==> config.mk <==
export PLATFORM = sky130hd
export DESIGN_NAME = hir_ram
export DESIGN_NICKNAME = d
export VERILOG_FILES = /design/src/design/hashed_id_registry_unit_assert.svh /design/src/design/hir_ram.sv
export SDC_FILE = /design/constraint.sdc
export NUM_CORES = 1
export LEC_CHECK = 0
export ABC_AREA = 1
export BUFFER_PORTS_ARGS = -buffer_cell sky130_fd_sc_hd__buf_2
export CORE_ASPECT_RATIO = 1.75
export CORE_MARGIN = 4
export CORE_UTILIZATION = 33
export DETAILED_ROUTE_END_ITERATION = 10
export GPL_ROUTABILITY_DRIVEN = 0
export SYNTH_ARGS = -nofsm -noshare
export SYNTH_HDL_FRONTEND = slang
export SYNTH_SLANG_ARGS = --single-unit
==> constraint.sdc <==
create_clock -name i_clk -period 1.1 [get_ports i_clk]
set_input_delay 0.11 -clock i_clk [delete_from_list [all_inputs] [get_ports i_clk]]
set_output_delay 0.11 -clock i_clk [all_outputs]
set_load 0.03 [all_outputs]
==> src/design/hashed_id_registry_unit_assert.svh <==
// Assertion macros for the hashed id registry.
// Used by modules clocked on i_clk with the synchronous active-low reset i_rst_n.
`ifndef HASHED_ID_REGISTRY_UNIT_ASSERT_SVH
`define HASHED_ID_REGISTRY_UNIT_ASSERT_SVH

// Check that a condition implies another in the same cycle.
`define HIR_ASSERT_SAME(label, ante, cons) \
    label: assert property (@(posedge i_clk) disable iff (!i_rst_n) (ante) |-> (cons)) \
        else $error("hir: same-cycle check failed");

// Check that a condition implies another in the next cycle.
`define HIR_ASSERT_NEXT(label, ante, cons) \
    label: assert property (@(posedge i_clk) disable iff (!i_rst_n) (ante) |=> (cons)) \
        else $error("hir: next-cycle check failed");

`endif

==> src/design/hir_ram.sv <==
// Generic single-write, single-read synchronous RAM with a registered read.
// No package dependencies.
module hir_ram #(
    parameter int WIDTH  = 8,
    parameter int DEPTH  = 16,
    parameter int ADDR_W = $clog2(DEPTH)
) (
    input  logic              i_clk,
    input  logic              i_we,
    input  logic [ADDR_W-1:0] i_waddr,
    input  logic [WIDTH-1:0]  i_wdata,
    input  logic [ADDR_W-1:0] i_raddr,
    output logic [WIDTH-1:0]  o_rdata
);
    logic [WIDTH-1:0] r_mem [DEPTH];

    // write port
    always_ff @(posedge i_clk) begin
        if (i_we) begin
            r_mem[i_waddr] <= i_wdata;
        end
    end

    // registered read port
    always_ff @(posedge i_clk) begin
        o_rdata <= r_mem[i_raddr];
    end
endmodule

==> results of run 1 <==
-- placed cells by master (no fill, tap or decap), drive strengths merged --
cell / synthesis / layout
clkinvlp: 0 / 6
nor2: 17 / 17
clkinv: 0 / 1
nand3: 97 / 97
buf: 24 / 57
edfxtp: 128 / 128
clkbuf: 0 / 19
nand2: 173 / 173
inv: 102 / 106
nand3b: 2 / 2
bufinv: 0 / 2
dfxtp: 8 / 8
-- synthesized netlist by cell type, drive strengths merged --
master / instances / area [um2]
nand3: 97 / 485.5
dfxtp: 8 / 160.2
nor2: 17 / 63.81
nand2: 173 / 649.4
edfxtp: 128 / 3844
buf: 24 / 166.4
inv: 102 / 382.9
nand3b: 2 / 15.01
-- state kept, by name, indices dropped and copies added (netlist names) --
register,flops
o_rdata,8
r_mem,128
-- layout make-up --
class | instances | area, um2
inverter | 102 | 382.9
timing repair buffer | 57 | 430.4
multi-input combinational | 289 | 1219
fill | 1657 | 10120
clock buffer | 19 | 442.9
sequential | 136 | 4004
tap | 227 | 284.0
clock inverter | 13 | 143.9
-- cell families after synthesis --
group	share of synthesized area
buffers and inverters	0.09525
flip-flops	0.6943
AND/OR/NAND/NOR	0.2105
-- final timing paths --
check | start | cells past startpoint | to
worst min-delay path | i_wdata[1] | 1 | r_mem[0][1]
worst min register to register | r_mem[11][3] | 6 | o_rdata[3]
worst max register to register | r_mem[3][7] | 6 | o_rdata[7]
worst max-delay path | o_rdata[4] | 1 | o_rdata[4]
-- metal layers --
| layer | up-vias | share of wire |
|---|---|---|
| met5 | - | 0 |
| met4 | 0 | 0.020 |
| li1 | 1880 | - |
| met2 | 81 | 0.57 |
| met1 | 1802 | 0.38 |
| met3 | 16 | 0.033 |
-- timing repair --
action | CTS | global route
pin swaps | 0 | 0
hold buffers | 0 | 0
gates resized for setup | 1 | 1
endpoints found under the setup margin | 1 | 1
-- per-stage QoR --
stage | std cells | hold slack, ns | setup WS, ns | area (um2)
floorplan | 551 | 0.2089 | 0.03916 | 5767
global route | 843 | 0.1021 | 0.01679 | 6907
global placement | 811 | 0.5082 | -0.1071 | 6312
CTS | 843 | 0.08397 | 0.02567 | 6902
detailed placement | 811 | 0.5164 | -0.08641 | 6312
finish | 843 | 0.09259 | 0.05536 | 6907
-- power by group through the flow --
stage / clock network (uW) / registers (uW) / logic (uW)
after global placement: 0 / 5940 / 781
after global routing: 5920 / 5840 / 878
after floorplan: 0 / 6000 / 409
after CTS: 5690 / 5830 / 802
final: 5600 / 5830 / 790
after detailed placement: 0 / 5940 / 793
==> impl_metrics.toml, run 1 <==
[sta]
skew_ns = 0.009724
setup_viol = 0
max_slew.worst_pin.slew_ns = 0.3258
setup_tns_ns = 0
min_period_over_period = 0.9497
rsz0062_at_grt = "false"
slew_violations = 0
period_needed_ns = 1.045
maxSlewHeadroom = 0.7826
finalHoldViolCount = 0
max_freq_mhz = 957.3

[grt]
antenna_found_initial = 0
grt_pass1_vias = 3805
grt_use_met2 = 0.2605
grt_max_degree = 39
grt_pass1_wl_mm = 20.29
grt_util_met1 = 0.1466
gr-total-overflow = 0
met3_usage = 0.02642
top_usage_layer = "met2"
grtUsageTotal = 0.1378

[logic_synthesis]
yosys_register_bits = 136
yosys_warnings = 0
ys_seq_area_frac = 0.6943
synthCells = 551
avgSynthCellArea_um2 = 10.47
ys_types = 12
syn_nets = 569
synth_area_um2 = 5767

[worst_setup_path]
critical-path-top-delay-family = "flip-flops"
crit_path_max_incr_delay_ns = 0.35
critPathMaxFanout = 1
cp_slowest_cell = "dfxtp_1"
worstPathRequired_ns = 0.99
cp-start-kind = "register"
path_cells = "buf_4"
criticalPathCategory = "reg -> out"
path_buf_inv = 1
cp-end-kind = "primary output"
ff2ff_setup_slack_ns = 0.11
crit_arrival_ns = 0.93

[clock_tree]
tritoncts = "done"
numCtsBuffers = 17
clk-insertion-delay-late_ns = 0.41
clk_path_buf_depth = 2
root_buffer = "clkbuf_16"
clkSinkCount = 136
htree_levels = 4
post_cts_buffers = 0
clkTransAtPathRegs_ns = 0.06

[drt]
drt-total-wl_mm = 12.86
drt-pass1-iter-count = 4
drc_errors = 0
wl_per_cell_um = 15.25
vias_per_cell = 4.483
ant_nets = 0
drtIter0Drc = 285
vias = 3779

[power]
p_sw_uw = 2760
leakage_uw = 0.002973
peakVddDrop_mv = 0.8112
power.total_uw = 12220
clkPwrFrac = 0.458
swShare = 0.2259
power_density_nw_per_um2 = 1769
seq_power_share = 0.477
p_comb_frac = 0.065
p_int_uw = 9456

[floorplanning]
io_pins = 26
row_count = 63
die_w_um = 107.9
die_h_um = 182.9
dieArea_um2 = 19740
start_util = 0.3387
core_um2 = 17030

[worst_hold_path]
hp-class = "in -> reg"

[final_layout]
final_util = 0.4056
num_antenna_cells = 0
drive_above_1_share = 0.1461
final_nets = 621
area_growth_syn_to_layout_pct = 19.77

[outcome]
status = "finished, final reports clean"

[job]
cap_violations = 0

[place]
io_buffers = 25
dp_hpwl_mm = 8.694
Note: power is estimated with default switching activity, not from simulation.
==> run 2, diff against run 1 <==
--- a/config.mk
+++ b/config.mk
@@ -7,11 +7,14 @@
 export LEC_CHECK = 0
 export ABC_AREA = 1
 export BUFFER_PORTS_ARGS = -buffer_cell sky130_fd_sc_hd__buf_2
+export CELL_PAD_IN_SITES_DETAIL_PLACEMENT = 1
+export CELL_PAD_IN_SITES_GLOBAL_PLACEMENT = 1
 export CORE_ASPECT_RATIO = 1.75
 export CORE_MARGIN = 4
 export CORE_UTILIZATION = 33
 export DETAILED_ROUTE_END_ITERATION = 10
 export GPL_ROUTABILITY_DRIVEN = 0
+export PLACE_DENSITY_LB_ADDON = 0.1
 export SYNTH_ARGS = -nofsm -noshare
 export SYNTH_HDL_FRONTEND = slang
 export SYNTH_SLANG_ARGS = --single-unit
==> impl_metrics.toml, run 2 (synthesis gave the netlist of run 1 again) <==
[outcome]
status = "finished, final reports clean"

[sta]
setup_viol = 0
min_period_over_period = 0.9534
rsz0062_at_grt = "false"
max_slew.worst_pin.slew_ns = 0.4066
finalHoldViolCount = 0
period_needed_ns = 1.049
slew_violations = 0
skew_ns = 0.01141
holdWs_ns = 0.1022
max_freq_mhz = 953.6
maxSlewHeadroom = 0.7290
setup_tns_ns = 0

[power]
clkPwrFrac = 0.458
p_int_uw = 9644
p_comb_frac = 0.073
leakage_uw = 0.003065
swShare = 0.2255
peakVddDrop_mv = 0.9410
power_density_nw_per_um2 = 1764
seq_power_share = 0.468
p_sw_uw = 2807

[final_layout]
top_regs = "r_mem: 128 flops, o_rdata: 8 flops"
mostFrequentLayoutCell = "nand2_1"
final_cell_mix = "nand2_1 (173), edfxtp_1 (128), inv_1 (100), nand3_1 (89), buf_4 (38)"
top_register = "r_mem"
drive_above_1_share = 0.1725
area_growth_syn_to_layout_pct = 22.37
final_nets = 632
num_antenna_cells = 0
fillers = 1939
largest_reg_flops = 128

[floorplanning]
dieArea_um2 = 19740
die_w_um = 107.9
io_pins = 26
die_h_um = 182.9
start_util = 0.3387
core_um2 = 17030
row_count = 63

[grt]
grtUsageTotal = 0.1720
gr-total-overflow = 0
grt_pass1_wl_mm = 24.47
grt_pass1_vias = 4243
antenna_found_initial = 0
grt_max_degree = 25

[job]
cap_violations = 0

[drt]
wl_per_cell_um = 18.21
wl_met2_mm = 8.478
vias = 3897
ant_nets = 0
drtIter0Drc = 134
met1_length_mm = 6.205
vias_per_cell = 4.569
drc_errors = 0
drt-total-wl_mm = 15.53
met3_length_um = 337
top_layer = "met4"
drt-pass1-iter-count = 4

[worst_setup_path]
criticalPathCategory = "reg -> out"
worstPathRequired_ns = 0.99
worst-path-stages = 1
reg2reg_from = "r_mem[1][2]"
cp-startpoint = "o_rdata[4]"
critical-path-top-delay-family = "flip-flops"
critPathMaxFanout = 1
crit_path_max_incr_delay_ns = 0.34
endpoint = "o_rdata[4]"
cp-start-kind = "register"
ff2ff_setup_slack_ns = 0.06
crit_arrival_ns = 0.94
cp-end-kind = "primary output"
reg2reg_depth = 6
rr_endpoint = "o_rdata[2]"
cp_slowest_cell = "dfxtp_1"
path_buf_inv = 1
path_cells = "buf_4"

[clock_tree]
post_cts_buffers = 0
clkSinkCount = 136
htree_levels = 4
tritoncts = "done"
root_buffer = "clkbuf_16"
numCtsBuffers = 17
clk_path_buf_depth = 2
clkTransAtPathRegs_ns = 0.06
clk-insertion-delay-late_ns = 0.42

[place]
io_buffers = 25
dp_hpwl_mm = 10.75

[worst_hold_path]
worstHoldStart = "i_wdata[5]"
hp-class = "in -> reg"
==> run 2: cell types whose count changed in the layout (fill, tap and decap cells not counted), sizes merged <==
| cell | change |
|---|---|
| clkinvlp | -4 |
| bufinv | +1 |
| clkbuf | +1 |
| buf | +10 |
| inv | -3 |
| clkinv | +5 |
==> run 2: how the worst min path moves through the flow <==
stage                             end  cells after the start
after detailed placement   o_rdata[2]                      1
after global routing      r_mem[2][5]                      1
after CTS                 r_mem[2][5]                      1
after global placement    r_mem[1][5]                      1
after floorplan           r_mem[0][0]                      0
final                     r_mem[2][5]                      1
==> run 2: repair_timing <==
item	CTS	global route
pin swaps	0	0
hold buffers	0	0
endpoints found under the setup margin	3	7
gates resized for setup	4	8
==> run 2: cell type report <==
class / instances / area, um2 / share of cell area
clock buffers: 19 / 432.9 / 0.06135
clock inverters: 12 / 155.1 / 0.02199
inverters: 102 / 382.9 / 0.05426
multi-input cells: 289 / 1254 / 0.1777
flip-flops and latches: 136 / 4005 / 0.5676
well taps: 227 / 284.0 / 0.04025
repair buffers: 68 / 543.0 / 0.07695
==> run 2: power by group through the flow <==
stage / registers (uW) / clock network, uW / logic (uW)
final: 5830 / 5710 / 912
after global placement: 5940 / 0 / 905
after floorplan: 6000 / 0 / 409
after CTS: 5830 / 5850 / 931
after detailed placement: 5940 / 0 / 920
after global routing: 5840 / 6060 / 1010
==> run 2: stage by stage <==
step | power (uW) | std cells | util | setup WS [ns] | cell area [um2]
6_report | 12450 | 853 | 0.4145 | 0.05131 | 7057
3_3_place_gp | 6842 | 822 | 0.3771 | -0.2241 | 6420
2_1_floorplan | 6405 | 551 | - | 0.03916 | 5767
3_5_place_dp | 6859 | 822 | 0.3771 | -0.2331 | 6420
4_1_cts | 12620 | 853 | 0.4123 | 0.01104 | 7019
5_1_grt | 12910 | 853 | 0.4145 | 0.005909 | 7057
==> run 2: metal layers <==
metal / GRT usage / up-vias
li1: - / 1896
met5: 0 / -
met1: 0.1914 / 1921
met3: 0.03910 / 25
met2: 0.3071 / 55
met4: 0.08038 / 0
